**src/hdl/ide_pkg.sv**
```systemverilog
// ----------------------------------------------------------------------------
// ide_pkg
// Shared widths, types and codes of the interval diff encoder.
// ----------------------------------------------------------------------------
package ide_pkg;

   localparam int unsigned MAX_WINDOW = 56;
   localparam int unsigned HELD_DEPTH = 60;
   localparam int unsigned HELD_AW    = $clog2(HELD_DEPTH);

   localparam int unsigned WORD_W     = 32;
   localparam int unsigned HALF_W     = 64;
   localparam int unsigned WIN_W      = 6;
   localparam int unsigned BLK_W      = 30;
   localparam int unsigned KIND_W     = 2;
   localparam int unsigned CSR_IDX_W  = 1;
   localparam int unsigned CSR_DATA_W = 30;

   typedef logic [WORD_W-1:0]  word_type;
   typedef logic [HALF_W-1:0]  half_type;
   typedef logic [WIN_W-1:0]   win_type;
   typedef logic [BLK_W-1:0]   blk_type;
   typedef logic [KIND_W-1:0]  kind_type;
   typedef logic [HELD_AW-1:0] cnt_type;

   // result kinds
   localparam kind_type KIND_START = 2'd0;
   localparam kind_type KIND_DATA  = 2'd1;
   localparam kind_type KIND_END   = 2'd2;
   localparam kind_type KIND_TOTAL = 2'd3;

   // register indexes
   localparam logic [CSR_IDX_W-1:0] CSR_WINDOW = 1'b0;
   localparam logic [CSR_IDX_W-1:0] CSR_START  = 1'b1;

   localparam win_type WINDOW_RESET = 6'd32;
   localparam win_type WINDOW_MAX   = WIN_W'(MAX_WINDOW);

endpackage

```
**src/hdl/interval_diff_encoder.sv**
```systemverilog
// ----------------------------------------------------------------------------
// interval_diff_encoder
// Run-length diff stream of changed 32-bit words over an interval of blocks.
// ----------------------------------------------------------------------------
// the result words of an item leave through the output register; held words of a
//   run are read from the RAM first when a change flushes them
// throughput: at most one result per cycle, held while the receiver stalls; a
//   block in a run goes word by word, a run start, a run end and the total add a
//   word each, and an unchanged block outside a run emits no word
// reset: synchronous; clears run, counters and handshakes, window 32, start 0
module interval_diff_encoder (
   input  logic                               clock,
   input  logic                               reset,
   input  logic                               csr_valid,
   output logic                               csr_ready,
   input  logic [ide_pkg::CSR_IDX_W-1:0]      csr_index,
   input  logic [ide_pkg::CSR_DATA_W-1:0]     csr_wdata,
   input  logic                               req_valid,
   output logic                               req_ready,
   input  ide_pkg::half_type                  req_new_low,
   input  ide_pkg::half_type                  req_new_high,
   input  ide_pkg::half_type                  req_old_low,
   input  ide_pkg::half_type                  req_old_high,
   input  logic                               req_final_block,
   output logic                               rsp_valid,
   input  logic                               rsp_ready,
   output ide_pkg::kind_type                  rsp_word_kind,
   output ide_pkg::word_type                  rsp_word_value,
   output logic                               rsp_item_last
);

   localparam logic [2:0] S_DECIDE = 3'd0;
   localparam logic [2:0] S_FLUSH  = 3'd1;
   localparam logic [2:0] S_WORDS  = 3'd2;
   localparam logic [2:0] S_END    = 3'd3;
   localparam logic [2:0] S_TOTAL  = 3'd4;

   // input item register
   logic                 in_valid_ff, in_valid_in;
   ide_pkg::half_type    in_low_ff, in_high_ff;
   logic                 lo_ch_ff, hi_ch_ff, in_final_ff;

   // engine state
   logic [2:0]           state_ff, state_in;
   logic [1:0]           widx_ff, widx_in;
   logic                 open_blk_ff, open_blk_in;
   ide_pkg::cnt_type     rd_cnt_ff, rd_cnt_in;
   logic                 pend_ff, pend_in;
   logic                 run_open_ff, run_open_in;
   ide_pkg::cnt_type     tc_ff, tc_in;
   ide_pkg::word_type    total_ff, total_in;
   ide_pkg::blk_type     blk_ff, blk_in;
   ide_pkg::win_type     window_ff, window_in;
   ide_pkg::blk_type     start_ff, start_in;

   // output register
   logic                 rsp_valid_ff, rsp_valid_in;
   ide_pkg::kind_type    rsp_kind_ff;
   ide_pkg::word_type    rsp_value_ff;
   logic                 rsp_last_ff;

   logic                 out_load;
   ide_pkg::kind_type    out_kind;
   ide_pkg::word_type    out_value;
   logic                 out_last;

   logic                 ram_wr_en, ram_rd_en;
   ide_pkg::word_type    ram_rd_data;

   logic                 out_can_load, chg, in_words, opening, emit_word, advance;
   logic                 close, last_pos, word_last, item_done, req_accept;
   logic                 emit_ok, issue;
   logic [1:0]           k;
   ide_pkg::cnt_type     tc_step, win;
   ide_pkg::word_type    pos4, cur_word;

   ide_ram #(
      .WIDTH (ide_pkg::WORD_W),
      .DEPTH (ide_pkg::HELD_DEPTH)
   ) u_held (
      .clock   (clock),
      .wr_en   (ram_wr_en),
      .wr_addr (tc_ff),
      .wr_data (cur_word),
      .rd_en   (ram_rd_en),
      .rd_addr (rd_cnt_ff),
      .rd_data (ram_rd_data)
   );

   assign csr_ready    = 1'b1;
   assign out_can_load = !rsp_valid_ff || rsp_ready;
   assign chg          = lo_ch_ff || hi_ch_ff;
   assign win          = ide_pkg::cnt_type'((window_ff > ide_pkg::WINDOW_MAX) ?
                                            ide_pkg::WINDOW_MAX : window_ff);
   assign pos4         = {blk_ff, 2'b00};

   // a block inside a run with nothing to flush starts its words right away
   assign in_words = (state_ff == S_WORDS) ||
                     ((state_ff == S_DECIDE) && in_valid_ff && run_open_ff &&
                      !(chg && (tc_ff != '0)));
   assign k        = (state_ff == S_WORDS) ? widx_ff : 2'd0;
   assign opening  = (state_ff == S_WORDS) && open_blk_ff;
   assign emit_word = opening || hi_ch_ff || (lo_ch_ff && !k[1]);
   assign tc_step  = emit_word ? tc_ff : tc_ff + 1'b1;
   assign close    = (tc_step > win) || in_final_ff;

   // last word of the item unless a run end follows
   assign last_pos  = (opening || hi_ch_ff) ? (k == 2'd3) : (k == 2'd1);
   assign word_last = last_pos && !in_final_ff &&
                      !(!opening && !hi_ch_ff && (win < 2));

   always_comb begin
      case (k)
         2'd0:    cur_word = in_low_ff[31:0];
         2'd1:    cur_word = in_low_ff[63:32];
         2'd2:    cur_word = in_high_ff[31:0];
         2'd3:    cur_word = in_high_ff[63:32];
         default: cur_word = in_low_ff[31:0];
      endcase
   end

   assign req_ready  = !in_valid_ff || item_done;
   assign req_accept = req_valid && req_ready;

   always_comb begin
      state_in    = state_ff;
      widx_in     = widx_ff;
      open_blk_in = open_blk_ff;
      rd_cnt_in   = rd_cnt_ff;
      pend_in     = pend_ff;
      run_open_in = run_open_ff;
      tc_in       = tc_ff;
      total_in    = total_ff;
      blk_in      = blk_ff;
      window_in   = window_ff;
      start_in    = start_ff;
      ram_wr_en   = 1'b0;
      ram_rd_en   = 1'b0;
      out_load    = 1'b0;
      out_kind    = ide_pkg::KIND_DATA;
      out_value   = cur_word;
      out_last    = 1'b0;
      item_done   = 1'b0;
      advance     = 1'b0;
      emit_ok     = 1'b0;
      issue       = 1'b0;

      if (in_words) begin
         if (emit_word) begin
            if (out_can_load) begin
               out_load = 1'b1;
               out_last = word_last;
               total_in = total_ff + 32'd1;
               advance  = 1'b1;
            end
         end else begin
            ram_wr_en = 1'b1;
            tc_in     = tc_step;
            advance   = 1'b1;
         end
         if (advance) begin
            if (k == 2'd3) begin
               open_blk_in = 1'b0;
               if (close) begin
                  state_in = S_END;
               end else begin
                  item_done = 1'b1;
                  blk_in    = blk_ff + 1'b1;
                  state_in  = S_DECIDE;
               end
            end else begin
               widx_in  = k + 2'd1;
               state_in = S_WORDS;
            end
         end
      end else begin
         case (state_ff)
            S_DECIDE: begin
               if (in_valid_ff) begin
                  if (!run_open_ff) begin
                     if (chg) begin
                        if (out_can_load) begin
                           out_load    = 1'b1;
                           out_kind    = ide_pkg::KIND_START;
                           out_value   = pos4 + (lo_ch_ff ? 32'd0 : 32'd2);
                           total_in    = total_ff + 32'd2;
                           run_open_in = 1'b1;
                           tc_in       = '0;
                           widx_in     = lo_ch_ff ? 2'd0 : 2'd2;
                           open_blk_in = 1'b1;
                           state_in    = S_WORDS;
                        end
                     end else if (in_final_ff) begin
                        state_in = S_TOTAL;
                     end else begin
                        item_done = 1'b1;
                        blk_in    = blk_ff + 1'b1;
                     end
                  end else begin
                     // change inside a run: held words go out first
                     rd_cnt_in = '0;
                     pend_in   = 1'b0;
                     state_in  = S_FLUSH;
                  end
               end
            end
            S_FLUSH: begin
               emit_ok = pend_ff && out_can_load;
               if (emit_ok) begin
                  out_load  = 1'b1;
                  out_value = ram_rd_data;
                  total_in  = total_ff + 32'd1;
               end
               issue = (rd_cnt_ff != tc_ff) && (!pend_ff || out_can_load);
               if (issue) begin
                  ram_rd_en = 1'b1;
                  rd_cnt_in = rd_cnt_ff + 1'b1;
               end
               pend_in = issue || (pend_ff && !emit_ok);
               if ((rd_cnt_ff == tc_ff) && (!pend_ff || emit_ok)) begin
                  tc_in    = '0;
                  widx_in  = 2'd0;
                  state_in = S_WORDS;
               end
            end
            S_END: begin
               if (out_can_load) begin
                  out_load    = 1'b1;
                  out_kind    = ide_pkg::KIND_END;
                  out_value   = pos4 + 32'd4 - 32'(tc_ff);
                  out_last    = !in_final_ff;
                  run_open_in = 1'b0;
                  tc_in       = '0;
                  if (in_final_ff) begin
                     state_in = S_TOTAL;
                  end else begin
                     item_done = 1'b1;
                     blk_in    = blk_ff + 1'b1;
                     state_in  = S_DECIDE;
                  end
               end
            end
            S_TOTAL: begin
               if (out_can_load) begin
                  out_load    = 1'b1;
                  out_kind    = ide_pkg::KIND_TOTAL;
                  out_value   = total_ff;
                  out_last    = 1'b1;
                  run_open_in = 1'b0;
                  tc_in       = '0;
                  total_in    = '0;
                  blk_in      = start_ff;
                  item_done   = 1'b1;
                  state_in    = S_DECIDE;
               end
            end
            default: begin
               state_in = S_DECIDE;
            end
         endcase
      end

      // register writes must only come while idle; the block itself does not enforce it
      if (csr_valid && csr_ready) begin
         case (csr_index)
            ide_pkg::CSR_WINDOW: begin
               window_in = csr_wdata[ide_pkg::WIN_W-1:0];
            end
            ide_pkg::CSR_START: begin
               start_in = csr_wdata[ide_pkg::BLK_W-1:0];
               blk_in   = csr_wdata[ide_pkg::BLK_W-1:0];
            end
            default: begin
            end
         endcase
      end
   end

   assign in_valid_in  = req_accept || (in_valid_ff && !item_done);
   assign rsp_valid_in = out_load || (rsp_valid_ff && !rsp_ready);

   always_ff @(posedge clock) begin
      if (reset) begin
         in_valid_ff  <= 1'b0;
         state_ff     <= S_DECIDE;
         widx_ff      <= 2'd0;
         open_blk_ff  <= 1'b0;
         rd_cnt_ff    <= '0;
         pend_ff      <= 1'b0;
         run_open_ff  <= 1'b0;
         tc_ff        <= '0;
         total_ff     <= '0;
         blk_ff       <= '0;
         window_ff    <= ide_pkg::WINDOW_RESET;
         start_ff     <= '0;
         rsp_valid_ff <= 1'b0;
      end else begin
         in_valid_ff  <= in_valid_in;
         state_ff     <= state_in;
         widx_ff      <= widx_in;
         open_blk_ff  <= open_blk_in;
         rd_cnt_ff    <= rd_cnt_in;
         pend_ff      <= pend_in;
         run_open_ff  <= run_open_in;
         tc_ff        <= tc_in;
         total_ff     <= total_in;
         blk_ff       <= blk_in;
         window_ff    <= window_in;
         start_ff     <= start_in;
         rsp_valid_ff <= rsp_valid_in;
      end
   end

   always_ff @(posedge clock) begin
      if (req_accept) begin
         in_low_ff   <= req_new_low;
         in_high_ff  <= req_new_high;
         lo_ch_ff    <= req_new_low != req_old_low;
         hi_ch_ff    <= req_new_high != req_old_high;
         in_final_ff <= req_final_block;
      end
      if (out_load) begin
         rsp_kind_ff  <= out_kind;
         rsp_value_ff <= out_value;
         rsp_last_ff  <= out_last;
      end
   end

   assign rsp_valid      = rsp_valid_ff;
   assign rsp_word_kind  = rsp_kind_ff;
   assign rsp_word_value = rsp_value_ff;
   assign rsp_item_last  = rsp_last_ff;

endmodule

```
**src/hdl/ide_ram.sv**
```systemverilog
// ----------------------------------------------------------------------------
// ide_ram
// Generic single-write, single-read RAM with registered read data.
// ----------------------------------------------------------------------------
module ide_ram #(
   parameter int WIDTH = 32,
   parameter int DEPTH = 60
) (
   input  logic                     clock,
   input  logic                     wr_en,
   input  logic [$clog2(DEPTH)-1:0] wr_addr,
   input  logic [WIDTH-1:0]         wr_data,
   input  logic                     rd_en,
   input  logic [$clog2(DEPTH)-1:0] rd_addr,
   output logic [WIDTH-1:0]         rd_data
);

   logic [WIDTH-1:0] mem_ff [DEPTH];
   logic [WIDTH-1:0] rd_data_ff;

   always_ff @(posedge clock) begin
      if (wr_en) begin
         mem_ff[wr_addr] <= wr_data;
      end
      if (rd_en) begin
         rd_data_ff <= mem_ff[rd_addr];
      end
   end

   assign rd_data = rd_data_ff;

endmodule

```
**config.mk**
```make
export PLATFORM = sky130hd
export DESIGN_NAME = interval_diff_encoder
export DESIGN_NICKNAME = d
export VERILOG_FILES = /design/src/hdl/ide_pkg.sv /design/src/hdl/interval_diff_encoder.sv /design/src/hdl/ide_ram.sv
export SDC_FILE = /design/constraint.sdc
export NUM_CORES = 2
export LEC_CHECK = 0
export BUFFER_PORTS_ARGS = -buffer_cell sky130_fd_sc_hd__buf_2
export CORE_MARGIN = 2
export CORE_UTILIZATION = 30
export DETAILED_ROUTE_END_ITERATION = 10
export GPL_TIMING_DRIVEN = 0
export PLACE_DENSITY_LB_ADDON = 0.08
export SLEW_MARGIN = 20
export SYNTH_ARGS = -nofsm -noshare
export SYNTH_HDL_FRONTEND = slang
export SYNTH_SLANG_ARGS = --single-unit
```
**constraint.sdc**
```tcl
create_clock -name clock -period 17.45 [get_ports clock]
set_clock_uncertainty 0.15 [all_clocks]
set_input_delay 1.745 -clock clock [delete_from_list [all_inputs] [get_ports clock]]
set_output_delay 1.745 -clock clock [all_outputs]
set_load 0.02 [all_outputs]
```
# After elaboration in Yosys (flattened, before gate mapping)
# Memories as Yosys holds them, arrays and structs flattened. A register that Yosys moved wholly into a read port is not among the register bits.
# Index checks and enable logic that the tools add are counted.
[word_totals]
register_bits = 286
ram_bits = 1920
out_inout_bits = 38
wordCells = 262
memories = 1
[mem_list]
columns = ["name", "depth", "width", "read_ports", "rd_ports_with_merged_regs", "write_ports", "line", "text"]
rows = [
  ["u_held.mem_ff", 60, 32, 1, 1, 1, "ide_ram.sv:18", "logic [WIDTH-1:0] mem_ff [DEPTH];"],
]
[op_classes]
add_sub_neg = 9
order_cmp = 3
eq_ne = 34
muxes = 128
n_bitwise = 2
reduce_logical = 64
[op_table]
columns = ["op", "n"]
rows = [
  ["$mux 32", 17],
  ["$mux 30", 12],
  ["$pmux 32 s4", 2],
  ["$ne 64x64->1", 2],
  ["$pmux 32 s3", 1],
  ["$pmux 30 s3", 1],
  ["$mux 6", 12],
  ["$mux 1", 47],
  ["$mux 3", 12],
  ["$add 32x1->32 const B", 1],
  ["$add 32x2->32", 1],
  ["$add 32x2->32 const B", 1],
  ["$add 32x3->32 const B", 1],
  ["$sub 32x6->32", 1],
  ["$add 30x1->30 const B", 1],
  ["$mux 2", 14],
  ["$ne 3x3->1 const B", 8],
  ["$pmux 6 s3", 1],
  ["$logic_and 1x1->1", 17],
  ["$ne 2x2->1 const B", 8],
  ["$reduce_and 7->1", 2],
  ["$add 6x1->6 const B", 2],
  ["$logic_not 1->1", 12],
  ["$logic_or 1x1->1", 12],
  ["33 further kinds", 52],
]

# Logic depth before layout (Yosys ltp)
[logic_depth]
ltp_word = 15
mapped_depth = 17

# Modules after synthesis
# Synthesis repeated with hierarchy kept, for this count alone.
[hier_totals]
cells_unflattened = 5255
hier_area_um2 = 92017.0
[modules_own_cells]
columns = ["module", "n_inst", "cells_each", "area_per_inst_um2"]
rows = [
  ["ide_ram", 1, 3263, 74176.1],
  ["interval_diff_encoder", 1, 1992, 17840.9],
]

# Worst setup path after synthesis
# OpenSTA, ideal clock, no wires.
[synth_timing]
path_kind = "register -> register"
from = "register state_ff[1]"
to = "register hi_ch_ff (enable)"
setup_time_ns = 0.505
t_arrival_ns = 6.713
required_time_ns = 16.795
path_slack_ns = 10.082
stages_incl_launch_ff = 16
n_path_buf = 2
period_less_slack_ns = 7.368
cell_sequence = "dfxtp_1 -> buf_2 -> nor3b_4 -> a21oi_1 -> a21boi_0 -> nand2_1 -> nor3_1 -> xnor2_1 -> ha_1 -> a21o_1 -> a221oi_1 -> o211ai_2 -> buf_2 -> and2_1 -> o21ai_0 -> and2_1"
[synth_between]
elab_chain_cells = 14
[synth_lines]
columns = ["item", "line", "text"]
rows = [
  ["from (decl)", "interval_diff_encoder.sv:44", "logic [2:0] state_ff, state_in;"],
  ["from (signal assigned)", "interval_diff_encoder.sv:299", "state_ff <= state_in;"],
  ["$eq 3x2->1", "interval_diff_encoder.sv:98, interval_diff_encoder.sv:101, interval_diff_encoder.sv:102", ""],
  ["$mux 2", "interval_diff_encoder.sv:101", "assign k = (state_ff == S_WORDS) ? widx_ff : 2'd0;"],
  ["$logic_not 1->1", "interval_diff_encoder.sv:103", "assign emit_word = opening || hi_ch_ff || (lo_ch_ff && !k[1]);"],
  ["$logic_and 1x1->1", "interval_diff_encoder.sv:103", ""],
  ["$logic_or 1x1->1", "interval_diff_encoder.sv:103", ""],
  ["$mux 6", "interval_diff_encoder.sv:104", "assign tc_step = emit_word ? tc_ff : tc_ff + 1'b1;"],
  ["$gt 6x6->1", "interval_diff_encoder.sv:105", "assign close = (tc_step > win) || in_final_ff;"],
  ["$logic_or 1x1->1", "interval_diff_encoder.sv:105", ""],
  ["$mux 1", "interval_diff_encoder.sv:164", "if (close) begin"],
  ["$mux 1", "interval_diff_encoder.sv:162", "if (k == 2'd3) begin"],
  ["$mux 1", "interval_diff_encoder.sv:161", "if (advance) begin"],
  ["$mux 1 *", "interval_diff_encoder.sv:148", "if (in_words) begin"],
  ["$logic_or 1x1->1 *", "interval_diff_encoder.sv:122", "assign req_ready = !in_valid_ff || item_done;"],
  ["named net req_ready", "interval_diff_encoder.sv:19", "output logic req_ready,"],
  ["$logic_and 1x1->1 *", "interval_diff_encoder.sv:123", "assign req_accept = req_valid && req_ready;"],
  ["named net req_accept", "interval_diff_encoder.sv:71", "logic close, last_pos, word_last, item_done, req_accept;"],
  ["to (signal assigned)", "interval_diff_encoder.sv:319", "hi_ch_ff <= req_new_high != req_old_high;"],
  ["to (decl)", "interval_diff_encoder.sv:41", "logic lo_ch_ff, hi_ch_ff, in_final_ff;"],
]
# The timed path passes the listed nets; every way through them passes the cells marked *. The select of a mux whose other input is x is not followed.
# A chain may end at the register's enable or synchronous reset.

# Final worst setup path
[layout_timing]
from = "register state_ff[1]"
to = "output port req_ready"
[layout_between]
elab_chain_cells = 13
[layout_lines]
columns = ["item", "line"]
rows = [
  ["$eq 3x2->1", "interval_diff_encoder.sv:98, interval_diff_encoder.sv:101, interval_diff_encoder.sv:102"],
  ["$mux 2", "interval_diff_encoder.sv:101"],
  ["$logic_not 1->1", "interval_diff_encoder.sv:103"],
  ["$logic_and 1x1->1", "interval_diff_encoder.sv:103"],
  ["$logic_or 1x1->1", "interval_diff_encoder.sv:103"],
  ["$mux 6", "interval_diff_encoder.sv:104"],
  ["$gt 6x6->1", "interval_diff_encoder.sv:105"],
  ["$logic_or 1x1->1", "interval_diff_encoder.sv:105"],
  ["$mux 1", "interval_diff_encoder.sv:164"],
  ["$mux 1", "interval_diff_encoder.sv:162"],
  ["$mux 1", "interval_diff_encoder.sv:161"],
  ["$mux 1 *", "interval_diff_encoder.sv:148"],
  ["$logic_or 1x1->1 *", "interval_diff_encoder.sv:122"],
  ["to (decl)", "interval_diff_encoder.sv:19"],
]
# Every way passes the cells marked *; elsewhere a longest branch is shown, timed or not. The select of a mux whose other input is x is not followed.

==> flow_summary.json <==
{
  "cp-end-kind": "output pin",
  "insertion_delay_ns": 0.92,
  "whs_path_depth": 2,
  "die_y_um": 556,
  "power_mw": 13.2,
  "period_share": 0.480,
  "place_area_mm2": 0.104,
  "vdd_drop_max_mv": 0.0850,
  "vias_per_cell": 5.24,
  "grt_pass1_wl_um": 448000,
  "synthTopCellsByArea": "edfxtp_1, mux4_2, dfxtp_1",
  "ys_types": 88,
  "min_period_ns": 8.38,
  "final_util": 0.368,
  "ctsHoldBuffers": 0,
  "max_cap_viol_count": 0,
  "async_flop_share": 0,
  "crit_family": "compound AO/OA/AOI/OAI gates",
  "slowest_stage": "a21boi_1",
  "coreArea_mm2": 0.303,
  "final_cell_area_mm2": 0.111,
  "top_level_ports": 331,
  "antenna_found_initial": 24,
  "ys.flop_type": "edfxtp_1",
  "synth_common_cells": "edfxtp_1, mux4_2, nand2_1",
  "crit_chain": "buf_2 -> nand4bb_1 -> a21boi_1 -> nand2_1 -> nor3_1 -> xnor2_1 -> ha_1 -> a21o_1 -> a221oi_1 -> o211ai_2 -> buf_2 -> and2_1 -> o21ai_0 -> buf_2",
  "synth_edf_count": 2118,
  "topRoutingLayerUsed": "met4",
  "setup_violations": 0,
  "reg2reg_depth": 16,
  "grt_pass1_vias": 51346,
  "slew_viol_final": 0,
  "wl_met2_um": 156000,
  "vias": 51474,
  "crit_cells": 14,
  "totalWireLength_um": 330000,
  "drtAntennaViolNets": 0,
  "cp_num_buf_inv": 3,
  "dr.pass1.iters": 6,
  "start_kind": "flop",
  "worstPathRequired_ns": 15.55,
  "hold_class": "reg -> reg",
  "fin_cells": 9824,
  "tns_ns": 0,
  "netlist.area_leader.share": 0.695,
  "powerDensity_mw_per_mm2": 118,
  "dieArea_mm2": 0.310,
  "met3_wirelength_um": 18000,
  "clock.fmax_mhz": 119,
  "yosysMostFrequentCell": "edfxtp_1",
  "cts_sinks": 2238,
  "initial_core_util": 0.302,
  "cts_made_buffers": 244,
  "grtUsageTotal": 0.210,
  "clkSlewWorstSetupHoldPaths_ns": 0.06,
  "place_inst": 9360,
  "yosys.area.top_type": "edfxtp_1",
  "drive_above_1_share": 0.294,
  "ys_seq_elements": 2238,
  "cts_tree": "built",
  "cts.htree.levels": 4,
  "grt_max_degree": 57,
  "fp-row-count": 202,
  "worst-setup-path-type": "reg -> out",
  "syn_inst": 4824,
  "leakagePower_nw": 34.6,
  "place_hpwl_um": 246000,
  "min_from": "start_ff[4]$_SDFFE_PP0P_",
  "drc": 0,
  "critPathMostFrequentCell": "buf_2",
  "reg2reg_from": "state_ff[1]$_SDFFE_PP0P_",
  "cts_root_buf": "clkbuf_16",
  "postCtsResizedCells": 0,
  "rsz0062_at_grt": "false",
  "met1Wirelength_um": 147000,
  "drt_iter0_drc": 5609,
  "cp.arrival_ns": 6.48,
  "relSlewSlack": 0.239,
  "cts_setup_buffers": 0,
  "place_congestion": 0.914,
  "wl_per_cell_um": 33.6,
  "final_hold_viol_count": 0,
  "syn_nets": 5190,
  "cts_buffer_depth": 4,
  "slowest_delay_ns": 0.96,
  "startpoint": "state_ff[1]$_SDFFE_PP0P_",
  "worst_slew_pin_slew_ns": 1.14,
  "synth_seq_area_share": 0.721,
  "yosysWarnings": 0,
  "syn_area_mm2": 0.0915,
  "dieWidth_um": 556,
  "cp_max_fo": 10,
  "outcome": "finished, final reports clean",
  "area_growth_pct": 21.8,
  "overflow": 0,
  "avgSynthCellArea_um2": 19.0,
  "placement.io_buffers": 328,
  "nets": 5994
}
-- routing by layer --
metal	global-route usage	vias up
li1	-	21563
met1	0.299	27880
met2	0.340	1640
met3	0.0285	391
met4	0.0532	0
met5	0	-
-- cell families after synthesis --
logic type	after synthesis	share of synthesized area
multiplexers	683	0.158
other	1	0.0000410
adder cells (fa/ha/maj)	73	0.00998
AO/OA/AOI/OAI	587	0.0422
flip-flops	2238	0.721
AND/OR/NAND/NOR	713	0.0368
buffers and inverters	354	0.0153
XOR/XNOR	175	0.0167
-- path summary, 6_finish.rpt --
check / endpoint / slack [ns]
worst max-delay path: req_ready / 9.07
worst min-delay path: start_ff[4]$_SDFFE_PP0P_ / 0.31
worst max register to register: in_low_ff[20]$_DFFE_PP_ / 10.33
worst min register to register: start_ff[4]$_SDFFE_PP0P_ / 0.31
-- registers in the layout, summed over array words and instances (netlist names) --
signal          count
u_held.mem_ff    1920
in_high_ff         64
in_low_ff          64
rsp_word_value     32
total_ff           32
u_held.rd_data     32
blk_ff             30
start_ff           30
rd_cnt_ff           6
tc_ff               6
window_ff           6
state_ff            3
rsp_word_kind       2
widx_ff             2
hi_ch_ff            1
in_final_ff         1
in_valid_ff         1
lo_ch_ff            1
open_blk_ff         1
pend_ff             1
rsp_item_last       1
rsp_valid           1
run_open_ff         1
-- cells in the final DEF, fill, tap and decap left out, types with 43 or more instances in the layout --
cell | netlist | layout
edfxtp_1 | 2118 | 2118
mux4_2 | 608 | 608
buf_2 | 36 | 385
clkbuf_16 | 0 | 245
nand2_1 | 235 | 235
clkbuf_1 | 172 | 201
a21oi_1 | 183 | 183
o21ai_0 | 136 | 135
xnor2_1 | 134 | 134
nor2_1 | 189 | 132
dfxtp_1 | 120 | 120
inv_1 | 92 | 92
buf_16 | 0 | 85
ha_1 | 73 | 73
buf_12 | 0 | 68
nand3_1 | 66 | 66
clkinv_1 | 1 | 62
nor2_4 | 0 | 56
a222oi_1 | 52 | 52
nand4_1 | 51 | 51
buf_8 | 0 | 46
nor3_1 | 49 | 45
clkinv_2 | 0 | 43
-- per-stage QoR --
step | hold WS (ns) | setup slack [ns]
after CTS | 0.309 | 9.17
after detailed placement | 0.300 | 10.18
after global placement | 0.293 | 5.83
final | 0.306 | 9.07
after floorplan | 0.283 | 10.08
after global routing | 0.322 | 8.84
-- power breakdown --
group / internal [mW] / switching (mW)
Combinational: 0.552 / 1.20
Clock: 2.91 / 2.20
Sequential: 6.22 / 0.0711
-- layout make-up --
cell class / count / area [um2]
multi-input combinational: 2232 / 25000
timing repair buffer: 558 / 6250
buffer: 261 / 1100
tap: 3978 / 4980
antenna: 17 / 42.5
inverter: 93 / 349
fill: 28158 / 192000
sequential: 2238 / 66000
clock buffer: 299 / 6330
clock inverter: 148 / 1410
-- worst reg2reg max path: stages (launching register included) --
cell	delay, ns
dfxtp_1	0.31
buf_2	0.23
nand4bb_1	0.72
a21boi_1	0.96
nand2_1	0.22
nor3_1	0.22
xnor2_1	0.31
ha_1	0.35
a21o_1	0.16
a221oi_1	0.45
o211ai_2	0.28
buf_2	0.30
and2_1	0.22
o21ai_0	0.55
and2_4	0.55
buf_16	0.43
buf_16	0.36
No activity file was read; power rests on OpenSTA's default activity.
